File: src/sv/hvsp_pkg.sv
`default_nettype none
package hvsp_pkg;

  // Item kinds as they arrive on the input channel.
  localparam logic KIND_CMD  = 1'b0;
  localparam logic KIND_TICK = 1'b1;

  // Command codes.
  localparam logic [1:0] OP_SIG = 2'd0;
  localparam logic [1:0] OP_RDF = 2'd1;
  localparam logic [1:0] OP_WRF = 2'd2;

  // Fuse codes.
  localparam logic [1:0] FUSE_LOW  = 2'd0;
  localparam logic [1:0] FUSE_HIGH = 2'd1;
  localparam logic [1:0] FUSE_EXT  = 2'd2;

  // Frame layout: start bit, eight payload bits, two trailing zeros.
  localparam logic [3:0] BIT_DATA_FIRST = 4'd1;
  localparam logic [3:0] BIT_DATA_LAST  = 4'd8;
  localparam logic [3:0] BITS_PER_FRAME = 4'd11;

  // Instruction and data bytes of the programming protocol.
  localparam logic [7:0] INS_LOAD_CMD  = 8'h4C;
  localparam logic [7:0] DAT_RD_FUSE   = 8'h04;
  localparam logic [7:0] DAT_RD_SIG    = 8'h08;
  localparam logic [7:0] INS_LOAD_ADDR = 8'h0C;
  localparam logic [7:0] INS_RD_LO_A   = 8'h68;
  localparam logic [7:0] INS_RD_LO_B   = 8'h6C;
  localparam logic [7:0] DAT_WR_FUSE   = 8'h40;
  localparam logic [7:0] INS_LOAD_DATA = 8'h2C;
  localparam logic [7:0] INS_RD_HI_A   = 8'h7A;
  localparam logic [7:0] INS_RD_HI_B   = 8'h7E;
  localparam logic [7:0] INS_RD_EX_A   = 8'h6A;
  localparam logic [7:0] INS_RD_EX_B   = 8'h6E;
  localparam logic [7:0] INS_WR_LO_C   = 8'h64;
  localparam logic [7:0] INS_WR_HI_C   = 8'h74;
  localparam logic [7:0] INS_WR_HI_D   = 8'h7C;
  localparam logic [7:0] INS_WR_EX_C   = 8'h66;
  localparam logic [7:0] WRITE_POLL_FRAME_A = 8'd4;
  localparam logic [7:0] WRITE_POLL_FRAME_B = 8'd5;

  // Queue depths.
  localparam int IQ_DEPTH = 2;
  localparam int OQ_DEPTH = 2;

  typedef enum logic [1:0] {
    CLS_TICK   = 2'd0,
    CLS_START  = 2'd1,
    CLS_IGNORE = 2'd2
  } cls_t;

  typedef struct packed {
    cls_t       cls;
    logic [1:0] op;
    logic [1:0] fuse;
    logic [1:0] sig;
    logic [7:0] wv;
    logic       sdo;
  } item_t;

  typedef struct packed {
    logic       sdi;
    logic       sii;
    logic       sci;
    logic       busy;
    logic       done;
    logic [7:0] read_value;
    logic       rejected;
  } res_t;

  function automatic logic [2:0] total_frames(input logic [1:0] op);
    logic [2:0] n;
    n = 3'd5;
    if (op == OP_SIG) n = 3'd4;
    else if (op == OP_RDF) n = 3'd3;
    return n;
  endfunction

  // Returns {data byte, instruction byte} of frame n; fuse is already clamped.
  function automatic logic [15:0] frame_bytes(input logic [1:0] op, input logic [2:0] n,
                                             input logic [1:0] fuse, input logic [1:0] sig,
                                             input logic [7:0] wv);
    logic [7:0] d;
    logic [7:0] ins;
    logic [7:0] a;
    logic [7:0] b;
    logic [7:0] c;
    logic [7:0] e;
    d = 8'h00;
    ins = 8'h00;
    unique case (fuse)
      FUSE_LOW: begin
        a = INS_RD_LO_A; b = INS_RD_LO_B; c = INS_WR_LO_C; e = INS_RD_LO_B;
      end
      FUSE_HIGH: begin
        a = INS_RD_HI_A; b = INS_RD_HI_B; c = INS_WR_HI_C; e = INS_WR_HI_D;
      end
      default: begin
        a = INS_RD_EX_A; b = INS_RD_EX_B; c = INS_WR_EX_C; e = INS_RD_EX_B;
      end
    endcase
    if (op == OP_SIG) begin
      if (n == 3'd0) begin
        d = DAT_RD_SIG; ins = INS_LOAD_CMD;
      end else if (n == 3'd1) begin
        d = {6'd0, sig}; ins = INS_LOAD_ADDR;
      end else if (n == 3'd2) begin
        ins = INS_RD_LO_A;
      end else begin
        ins = INS_RD_LO_B;
      end
    end else if (op == OP_RDF) begin
      if (n == 3'd0) begin
        d = DAT_RD_FUSE; ins = INS_LOAD_CMD;
      end else if (n == 3'd1) begin
        ins = a;
      end else begin
        ins = b;
      end
    end else begin
      if (n == 3'd0) begin
        d = DAT_WR_FUSE; ins = INS_LOAD_CMD;
      end else if (n == 3'd1) begin
        d = wv; ins = INS_LOAD_DATA;
      end else if (n == 3'd2) begin
        ins = c;
      end else if (n == 3'd3) begin
        ins = e;
      end else begin
        ins = INS_LOAD_CMD;
      end
    end
    return {d, ins};
  endfunction

endpackage
`default_nettype wire

File: src/sv/hvsp_queue.sv
`default_nettype none
module hvsp_queue #(
  parameter int WIDTH = 8,
  parameter int DEPTH = 2
) (
  input  wire logic             clk,
  input  wire logic             rst_n,
  input  wire logic             wr_en,
  input  wire logic [WIDTH-1:0] wr_data,
  output logic                  full,
  input  wire logic             rd_en,
  output logic [WIDTH-1:0]      rd_data,
  output logic                  empty
);
  localparam int PW = (DEPTH > 1) ? $clog2(DEPTH) : 1;
  localparam int CW = $clog2(DEPTH + 1);
  localparam logic [PW-1:0] PTR_LAST = PW'(DEPTH - 1);
  localparam logic [CW-1:0] CNT_FULL = CW'(DEPTH);

  logic [WIDTH-1:0] mem_r [DEPTH];
  logic [PW-1:0]    wp_r, rp_r;
  logic [CW-1:0]    cnt_r;
  logic             do_wr, do_rd;

  assign full    = (cnt_r == CNT_FULL);
  assign empty   = (cnt_r == '0);
  assign do_wr   = wr_en && !full;
  assign do_rd   = rd_en && !empty;
  assign rd_data = mem_r[rp_r];

  always_ff @(posedge clk) begin
    if (do_wr) begin
      mem_r[wp_r] <= wr_data;
    end
  end

  always_ff @(posedge clk) begin
    if (!rst_n) begin
      wp_r  <= '0;
      rp_r  <= '0;
      cnt_r <= '0;
    end else begin
      if (do_wr) begin
        wp_r <= (wp_r == PTR_LAST) ? '0 : wp_r + 1'b1;
      end
      if (do_rd) begin
        rp_r <= (rp_r == PTR_LAST) ? '0 : rp_r + 1'b1;
      end
      if (do_wr && !do_rd) begin
        cnt_r <= cnt_r + 1'b1;
      end else if (do_rd && !do_wr) begin
        cnt_r <= cnt_r - 1'b1;
      end
    end
  end

endmodule
`default_nettype wire

File: src/sv/hvsp_front.sv
`default_nettype none
module hvsp_front #(
  parameter int DEPTH = hvsp_pkg::IQ_DEPTH
) (
  input  wire logic        clk,
  input  wire logic        rst_n,
  input  wire logic        push,
  output logic             full,
  input  wire logic        in_kind,
  input  wire logic [1:0]  in_op,
  input  wire logic [1:0]  in_fuse_select,
  input  wire logic [1:0]  in_sig_index,
  input  wire logic [7:0]  in_write_value,
  input  wire logic        in_sdo,
  output hvsp_pkg::item_t  item,
  output logic             item_valid,
  input  wire logic        item_take
);
  import hvsp_pkg::*;

  item_t                cls_item;
  logic [$bits(item_t)-1:0] rd_q;
  logic                 q_empty;

  // Sort the item into tick, valid command start or unusable command, and
  // fold the unused fuse code onto the extended fuse.
  always_comb begin
    cls_item.op   = in_op;
    cls_item.fuse = (in_fuse_select == 2'd3) ? FUSE_EXT : in_fuse_select;
    cls_item.sig  = in_sig_index;
    cls_item.wv   = in_write_value;
    cls_item.sdo  = in_sdo;
    if (in_kind == KIND_TICK) begin
      cls_item.cls = CLS_TICK;
    end else if (in_op <= OP_WRF) begin
      cls_item.cls = CLS_START;
    end else begin
      cls_item.cls = CLS_IGNORE;
    end
  end

  hvsp_queue #(.WIDTH($bits(item_t)), .DEPTH(DEPTH)) u_iq (
    .clk     (clk),
    .rst_n   (rst_n),
    .wr_en   (push),
    .wr_data (cls_item),
    .full    (full),
    .rd_en   (item_take),
    .rd_data (rd_q),
    .empty   (q_empty)
  );

  assign item       = item_t'(rd_q);
  assign item_valid = !q_empty;

endmodule
`default_nettype wire

File: src/sv/hvsp_back.sv
`default_nettype none
module hvsp_back #(
  parameter int DEPTH = hvsp_pkg::OQ_DEPTH
) (
  input  wire logic             clk,
  input  wire logic             rst_n,
  input  wire hvsp_pkg::item_t  item,
  input  wire logic             item_valid,
  output logic                  item_take,
  output logic                  empty,
  input  wire logic             pop,
  output logic                  out_sdi,
  output logic                  out_sii,
  output logic                  out_sci,
  output logic                  out_busy_res,
  output logic                  out_done_res,
  output logic [7:0]            out_read_value,
  output logic                  out_rejected
);
  import hvsp_pkg::*;

  logic       busy_r, busy_nxt;
  logic [1:0] op_r, op_nxt;
  logic [1:0] fuse_r, fuse_nxt;
  logic [1:0] sig_r, sig_nxt;
  logic [7:0] wv_r, wv_nxt;
  logic [2:0] frame_r, frame_nxt;
  logic [3:0] bit_r, bit_nxt;
  logic       phase_r, phase_nxt;
  logic [7:0] dsh_r, dsh_nxt;
  logic [7:0] ish_r, ish_nxt;
  logic [7:0] rsh_r, rsh_nxt;
  logic       poll_r, poll_nxt;
  logic [7:0] last_r, last_nxt;
  logic       sdi_r, sdi_nxt;
  logic       sii_r, sii_nxt;
  logic       sci_r, sci_nxt;

  logic       oq_full;
  logic       proc;
  logic       done, rej, mid;
  logic [3:0] bit_inc;
  logic [2:0] frame_inc;
  res_t       res;
  logic [$bits(res_t)-1:0] oq_data;
  res_t       oq_res;

  assign proc      = item_valid && !oq_full;
  assign item_take = proc;
  assign mid       = (bit_r >= BIT_DATA_FIRST) && (bit_r <= BIT_DATA_LAST);
  assign bit_inc   = bit_r + 4'd1;
  assign frame_inc = frame_r + 3'd1;

  always_comb begin
    busy_nxt = busy_r;   op_nxt = op_r;     fuse_nxt = fuse_r;  sig_nxt = sig_r;
    wv_nxt = wv_r;       frame_nxt = frame_r; bit_nxt = bit_r;  phase_nxt = phase_r;
    dsh_nxt = dsh_r;     ish_nxt = ish_r;   rsh_nxt = rsh_r;    poll_nxt = poll_r;
    last_nxt = last_r;   sdi_nxt = sdi_r;   sii_nxt = sii_r;    sci_nxt = sci_r;
    done = 1'b0;
    rej  = 1'b0;
    unique case (item.cls)
      CLS_START: begin
        if (busy_r) begin
          rej = 1'b1;
        end else begin
          busy_nxt  = 1'b1;
          op_nxt    = item.op;
          fuse_nxt  = item.fuse;
          sig_nxt   = item.sig;
          wv_nxt    = item.wv;
          frame_nxt = 3'd0;
          bit_nxt   = 4'd0;
          phase_nxt = 1'b0;
          poll_nxt  = 1'b0;
          {dsh_nxt, ish_nxt} = frame_bytes(item.op, 3'd0, item.fuse, item.sig, item.wv);
          rsh_nxt   = 8'd0;
        end
      end
      CLS_IGNORE: begin
        rej = busy_r;
      end
      CLS_TICK: begin
        if (!busy_r) begin
          sdi_nxt = 1'b0; sii_nxt = 1'b0; sci_nxt = 1'b0;
        end else if (poll_r) begin
          sdi_nxt = 1'b0; sii_nxt = 1'b0; sci_nxt = 1'b0;
          if (item.sdo) begin
            poll_nxt = 1'b0;
            if (frame_r >= total_frames(op_r)) begin
              busy_nxt = 1'b0;
              done     = 1'b1;
            end
          end
        end else if (!phase_r) begin
          if (frame_r >= total_frames(op_r)) begin
            busy_nxt = 1'b0;
            done     = 1'b1;
            if (op_r != OP_WRF) last_nxt = rsh_r;
            sdi_nxt = 1'b0; sii_nxt = 1'b0; sci_nxt = 1'b0;
          end else begin
            if (mid) rsh_nxt = {rsh_r[6:0], item.sdo};
            sdi_nxt   = mid && dsh_r[7];
            sii_nxt   = mid && ish_r[7];
            sci_nxt   = 1'b0;
            phase_nxt = 1'b1;
          end
        end else begin
          sci_nxt   = 1'b1;
          phase_nxt = 1'b0;
          if (mid) begin
            dsh_nxt = {dsh_r[6:0], 1'b0};
            ish_nxt = {ish_r[6:0], 1'b0};
          end
          if (bit_inc >= BITS_PER_FRAME) begin
            bit_nxt   = 4'd0;
            frame_nxt = frame_inc;
            if (frame_inc < total_frames(op_r)) begin
              {dsh_nxt, ish_nxt} = frame_bytes(op_r, frame_inc, fuse_r, sig_r, wv_r);
              rsh_nxt = 8'd0;
            end
            if ((op_r == OP_WRF) && ((frame_inc == WRITE_POLL_FRAME_A[2:0]) ||
                                     (frame_inc == WRITE_POLL_FRAME_B[2:0]))) begin
              poll_nxt = 1'b1;
            end
          end else begin
            bit_nxt = bit_inc;
          end
        end
      end
      default: begin
        rej = 1'b0;
      end
    endcase

    res.sdi        = sdi_nxt;
    res.sii        = sii_nxt;
    res.sci        = sci_nxt;
    res.busy       = busy_nxt;
    res.done       = done;
    res.read_value = last_nxt;
    res.rejected   = rej;
  end

  always_ff @(posedge clk) begin
    if (!rst_n) begin
      busy_r <= 1'b0;  op_r <= 2'd0;    fuse_r <= 2'd0;  sig_r <= 2'd0;
      wv_r <= 8'd0;    frame_r <= 3'd0; bit_r <= 4'd0;   phase_r <= 1'b0;
      dsh_r <= 8'd0;   ish_r <= 8'd0;   rsh_r <= 8'd0;   poll_r <= 1'b0;
      last_r <= 8'd0;  sdi_r <= 1'b0;   sii_r <= 1'b0;   sci_r <= 1'b0;
    end else if (proc) begin
      busy_r <= busy_nxt;  op_r <= op_nxt;       fuse_r <= fuse_nxt;  sig_r <= sig_nxt;
      wv_r <= wv_nxt;      frame_r <= frame_nxt; bit_r <= bit_nxt;    phase_r <= phase_nxt;
      dsh_r <= dsh_nxt;    ish_r <= ish_nxt;     rsh_r <= rsh_nxt;    poll_r <= poll_nxt;
      last_r <= last_nxt;  sdi_r <= sdi_nxt;     sii_r <= sii_nxt;    sci_r <= sci_nxt;
    end
  end

  hvsp_queue #(.WIDTH($bits(res_t)), .DEPTH(DEPTH)) u_oq (
    .clk     (clk),
    .rst_n   (rst_n),
    .wr_en   (proc),
    .wr_data (res),
    .full    (oq_full),
    .rd_en   (pop),
    .rd_data (oq_data),
    .empty   (empty)
  );

  assign oq_res         = res_t'(oq_data);
  assign out_sdi        = oq_res.sdi;
  assign out_sii        = oq_res.sii;
  assign out_sci        = oq_res.sci;
  assign out_busy_res   = oq_res.busy;
  assign out_done_res   = oq_res.done;
  assign out_read_value = oq_res.read_value;
  assign out_rejected   = oq_res.rejected;

  a_done_clears_busy: assert property (@(posedge clk) disable iff (!rst_n)
    (proc && res.done) |-> !res.busy)
    else $error("completion reported while still busy");

  a_reject_only_busy: assert property (@(posedge clk) disable iff (!rst_n)
    (proc && res.rejected) |-> (busy_r && (item.cls != CLS_TICK)))
    else $error("rejection without a busy command item");

  a_poll_only_write: assert property (@(posedge clk) disable iff (!rst_n)
    poll_r |-> (busy_r && (op_r == OP_WRF)))
    else $error("busy wait outside a fuse write");

  a_bit_range: assert property (@(posedge clk) disable iff (!rst_n)
    bit_r < BITS_PER_FRAME)
    else $error("bit counter past end of frame");

  a_hold_when_stalled: assert property (@(posedge clk) disable iff (!rst_n)
    (!proc && $past(rst_n)) |=> $stable(busy_r) && $stable(bit_r))
    else $error("sequencer moved without taking an item");

endmodule
`default_nettype wire

File: src/sv/hvsp_fuse_programmer_master_core.sv
`default_nettype none
// High-voltage serial programming master.
// Input channel (push/full): each request is either a command (in_kind = 0) that
// starts a signature read, a fuse read or a fuse write, or a tick (in_kind = 1)
// that advances the serial link by one pin update and carries the sampled SDO.
// A request is taken on a clock edge with push high and full low.
// Result channel (empty/pop): every request yields exactly one result holding
// the SDI, SII and SCI levels to drive, the busy and done flags, the last byte
// read and the rejected flag. The oldest result is shown while empty is low
// and is taken on a clock edge with pop high.
// A classifier stage writes requests into a two-entry queue; the sequencer
// takes one request per cycle from it while the result queue is not full and
// writes its result into a two-entry result queue, so a result shows only
// after its request has passed the request queue and the sequencer.
// When the receiver stops popping, the result queue fills, the sequencer
// holds, the request queue fills and full rises; nothing is lost.
// Reset (synchronous, active low) empties both queues and returns the
// sequencer to idle with all pins low and the read byte zero.
module hvsp_fuse_programmer_master_core #(
  parameter int IQ_DEPTH = hvsp_pkg::IQ_DEPTH,
  parameter int OQ_DEPTH = hvsp_pkg::OQ_DEPTH
) (
  input  wire logic       clk,
  input  wire logic       rst_n,
  input  wire logic       push,
  output logic            full,
  input  wire logic       in_kind,
  input  wire logic [1:0] in_op,
  input  wire logic [1:0] in_fuse_select,
  input  wire logic [1:0] in_sig_index,
  input  wire logic [7:0] in_write_value,
  input  wire logic       in_sdo,
  output logic            empty,
  input  wire logic       pop,
  output logic            out_sdi,
  output logic            out_sii,
  output logic            out_sci,
  output logic            out_busy_res,
  output logic            out_done_res,
  output logic [7:0]      out_read_value,
  output logic            out_rejected
);
  import hvsp_pkg::*;

  // Classified request at the head of the request queue.
  item_t item;
  logic  item_valid;
  logic  item_take;

  hvsp_front #(.DEPTH(IQ_DEPTH)) u_front (
    .clk            (clk),
    .rst_n          (rst_n),
    .push           (push),
    .full           (full),
    .in_kind        (in_kind),
    .in_op          (in_op),
    .in_fuse_select (in_fuse_select),
    .in_sig_index   (in_sig_index),
    .in_write_value (in_write_value),
    .in_sdo         (in_sdo),
    .item           (item),
    .item_valid     (item_valid),
    .item_take      (item_take)
  );

  // The sequencer owns the frame counters, shift registers and pin levels.
  hvsp_back #(.DEPTH(OQ_DEPTH)) u_back (
    .clk            (clk),
    .rst_n          (rst_n),
    .item           (item),
    .item_valid     (item_valid),
    .item_take      (item_take),
    .empty          (empty),
    .pop            (pop),
    .out_sdi        (out_sdi),
    .out_sii        (out_sii),
    .out_sci        (out_sci),
    .out_busy_res   (out_busy_res),
    .out_done_res   (out_done_res),
    .out_read_value (out_read_value),
    .out_rejected   (out_rejected)
  );

endmodule
`default_nettype wire
File: config.mk
export PLATFORM = sky130hd
export DESIGN_NAME = hvsp_fuse_programmer_master_core
export DESIGN_NICKNAME = d
export VERILOG_FILES = /design/src/sv/hvsp_pkg.sv /design/src/sv/hvsp_queue.sv /design/src/sv/hvsp_front.sv /design/src/sv/hvsp_back.sv /design/src/sv/hvsp_fuse_programmer_master_core.sv
export SDC_FILE = /design/constraint.sdc
export NUM_CORES = 1
export LEC_CHECK = 0
export CAP_MARGIN = 5
export CORE_MARGIN = 2
export CORE_UTILIZATION = 36
export CTS_CLUSTER_SIZE = 16
export DETAILED_ROUTE_END_ITERATION = 16
export DONT_BUFFER_PORTS = 1
export SYNTH_ARGS = -nofsm -noshare
export SYNTH_HDL_FRONTEND = slang
export SYNTH_SLANG_ARGS = --single-unit
File: constraint.sdc
create_clock -name clk -period 7.05 [get_ports clk]
set_input_delay 1.41 -clock clk [delete_from_list [all_inputs] [get_ports clk]]
set_output_delay 1.41 -clock clk [all_outputs]
set_load 0.01 [all_outputs]
==> impl_metrics.env <==
export IMPL_cts_max_level=4
export IMPL_cp_end_kind="register"
export IMPL_async_reset_ff_frac=0
export IMPL_cts_hold_repair_buffers=0
export IMPL_rrSetupSlack_ns=3.59
export IMPL_synth_top_area_cell="edfxtp_1"
export IMPL_cts_root_buf="clkbuf_16"
export IMPL_ant_nets=0
export IMPL_n_fill_cell=1536
export IMPL_p_per_area_nw_per_um2=375
export IMPL_worstHoldStart="u_back.sci_r"
export IMPL_synth_area_leaders="edfxtp_1, dfxtp_1, mux2i_1, mux2_2, ha_1"
export IMPL_avgViaCountPerCell=5.12
export IMPL_synth_area_um2=5930
export IMPL_cts_made_buffers=17
export IMPL_cp_start_kind="register"
export IMPL_synth_top_cell_area_share=0.314
export IMPL_antenna_cells=0
export IMPL_yosysSeqAreaShare=0.547
export IMPL_wirelength_mm=11.6
export IMPL_ir_worst_vdd_mv=0.239
export IMPL_die_area_um2=17500
export IMPL_initial_core_util=0.370
export IMPL_rsz0062_at_grt="no"
export IMPL_postSynthAreaPerCell_um2=11.6
export IMPL_path_clk_slew_ns=0.06
export IMPL_routedWlPerCell_um=15.8
export IMPL_worstPathMaxFanout=18
export IMPL_finalHoldViolCount=0
export IMPL_final_nets=543
export IMPL_antenna_found_initial=0
export IMPL_reg2reg_depth=8
export IMPL_drc=0
export IMPL_hold_depth=2
export IMPL_synthCells=511
export IMPL_finClkSkew_ns=0.00984
export IMPL_status="finished clean"
export IMPL_cp_arrival_ns=3.76
export IMPL_vias=3764
export IMPL_finalSetupViolCount=0
export IMPL_clock_path_buffers=2
export IMPL_core_area_um2=16000
export IMPL_cts_sinks=131
export IMPL_setup_tns_ns=0
export IMPL_grt_overflow=0
export IMPL_firstDrtPassIters=5
export IMPL_report_final_slew_viol_count=0
export IMPL_port_buffers=0
export IMPL_finalNonFillerCells=735
export IMPL_cts_tree="built"
export IMPL_syn_num_nets=548
export IMPL_chipHeight_um=132
export IMPL_fin_crit_sh=0.491
export IMPL_grt_first_pass_wirelength_mm=19.4
export IMPL_multi_input_area_um2=2480
export IMPL_synth_cell_types=65
export IMPL_ys_warn_count=0
export IMPL_seq_area_um2=3240
export IMPL_ios=36
export IMPL_worst_pin_slew_ns=1.02
export IMPL_synthFlopType="dfxtp_1"
export IMPL_hold_class="register to register"
export IMPL_fmax_ghz=0.289
export IMPL_grt_max_degree=46
export IMPL_p_total_mw=2.51
export IMPL_grt_total_usage=0.140
export IMPL_required_ns=7.35
export IMPL_synth_edff_count=62
export IMPL_criticalPathCategory="register to register"
export IMPL_p_leak_nw=2.48
export IMPL_slew_headroom=0.317
export IMPL_r2r_end="u_back.ish_r[1]"
export IMPL_rows=46
export IMPL_drive_above_1_share=0.158
export IMPL_drtIter0Drc=254
export IMPL_dpl_cell_count=703
export IMPL_post_cts_resized=0
export IMPL_hpwl_mm=8.07
export IMPL_first_global_vias=3774
export IMPL_synth_seq_cells=131
export IMPL_area_growth_pct=13.0
export IMPL_place_congestion=0.841
export IMPL_dieWidth_um=132
export IMPL_whs_endpoint="u_back.sci_r"
export IMPL_maxCapViolations=0
export IMPL_clk_latency_ns=0.42
export IMPL_post_cts_setup_buffers=0
export IMPL_period_needed_ns=3.46
==> sequential cells by signal, indices dropped and copies added, names as in the netlist, named ones only <==
name	flops
u_front.u_iq.rp_r	1
u_back.dsh_r	8
u_back.phase_r	1
u_back.fuse_r	2
u_back.rsh_r	8
u_back.sii_r	1
u_front.u_iq.mem_r	34
u_back.sig_r	2
u_back.bit_r	4
u_back.u_oq.rp_r	1
u_back.sci_r	1
u_back.op_r	2
u_back.sdi_r	1
u_back.ish_r	8
u_front.u_iq.cnt_r	2
u_back.busy_r	1
u_front.u_iq.wp_r	1
u_back.frame_r	3
u_back.u_oq.cnt_r	2
u_back.u_oq.wp_r	1
u_back.poll_r	1
u_back.u_oq.mem_r	28
u_back.last_r	8
u_back.wv_r	8
==> cell families (layout without fill, tap and decap cells) <==
group,Yosys count,after routing,synth area share
XOR/XNOR,11,11,0.0175
AO/OA/AOI/OAI,112,112,0.136
AND/OR/NAND/NOR,134,134,0.116
multiplexers,62,62,0.110
buffers and inverters,43,51,0.0346
adder cells (fa/ha/maj),18,18,0.0378
flip-flops,131,131,0.547
==> critical path: stages, from the launching register on <==
cell and delay, ns:
dfxtp_1 0.93, mux2i_1 0.33, ha_1 0.64, and2b_1 0.28
a21oi_2 0.11, nand2b_1 0.31, a31oi_2 0.27, nor2_1 0.11
a221o_1 0.34
==> stage by stage <==
step                      area (µm²)   util  setup slack (ns)  hold slack [ns]
final                           6700  0.418              3.59            0.454
after global routing            6700  0.418              3.27            0.497
after CTS                       6700  0.418              3.56            0.461
after detailed placement        6070  0.379              3.56            0.453
after global placement          6070  0.379              3.65            0.448
after floorplan                 5930      -              4.25            0.430
==> per-layer routing <==
layer,GRT usage,share of wire,vias up
met5,0,0,-
met4,0.0538,0.013,0
met3,0.0342,0.035,9
met2,0.220,0.47,69
met1,0.188,0.49,1809
li1,-,-,1877
==> how the worst max path moves through the flow <==
stage	end	slack, ns	cells past startpoint
2_1_floorplan	u_back.ish_r[1]	4.25	12
5_1_grt	u_back.u_oq.mem_r[1][5]	3.27	5
6_report	u_back.ish_r[1]	3.59	8
3_3_place_gp	u_back.u_oq.mem_r[0][6]	3.65	5
3_5_place_dp	u_back.ish_r[1]	3.56	8
4_1_cts	u_back.ish_r[1]	3.56	8
==> placed cells by master, fill, tap and decap left out, types with 6 or more instances in the layout <==
cell type / n
mux2i_1: 35
o21ai_0: 20
a211oi_1: 15
a22o_1: 13
mux2_2: 27
nor2_1: 52
a21oi_1: 25
nand3_1: 6
edfxtp_1: 62
ha_1: 17
dfxtp_1: 69
clkbuf_16: 17
nand2b_1: 7
xor2_1: 7
inv_1: 15
a31oi_1: 8
nand2_1: 28
==> synth_stat cells, types with 3 or more instances <==
library cell / n
mux2i_1: 35
a22o_1: 13
mux2_2: 27
a31oi_1: 8
buf_6: 4
a21o_1: 3
xor2_1: 7
buf_2: 8
and3_1: 3
nor2b_1: 5
nor2_1: 52
or3_1: 3
a32o_1: 3
and2_1: 5
edfxtp_1: 62
clkbuf_1: 13
a211oi_1: 15
o211ai_1: 3
inv_1: 15
o21ai_0: 20
dfxtp_1: 69
nand3_1: 6
ha_1: 17
xnor2_1: 3
nand2_1: 28
a21oi_1: 25
nor3_1: 5
nand2b_1: 7
==> layout make-up <==
type	instances	area share
Multi-Input combinational cell	337	0.370
Tap cell	216	0.0404
Timing Repair Buffer	2	0.00224
Clock buffer	19	0.0677
Sequential cell	131	0.484
Inverter	17	0.00953
Clock inverter	13	0.0258
==> power by group <==
group	switching [mW]	internal, mW
registers	0.0956	0.956
clock network	0.332	0.580
logic	0.334	0.210
No activity file was read; power rests on OpenSTA's default activity.
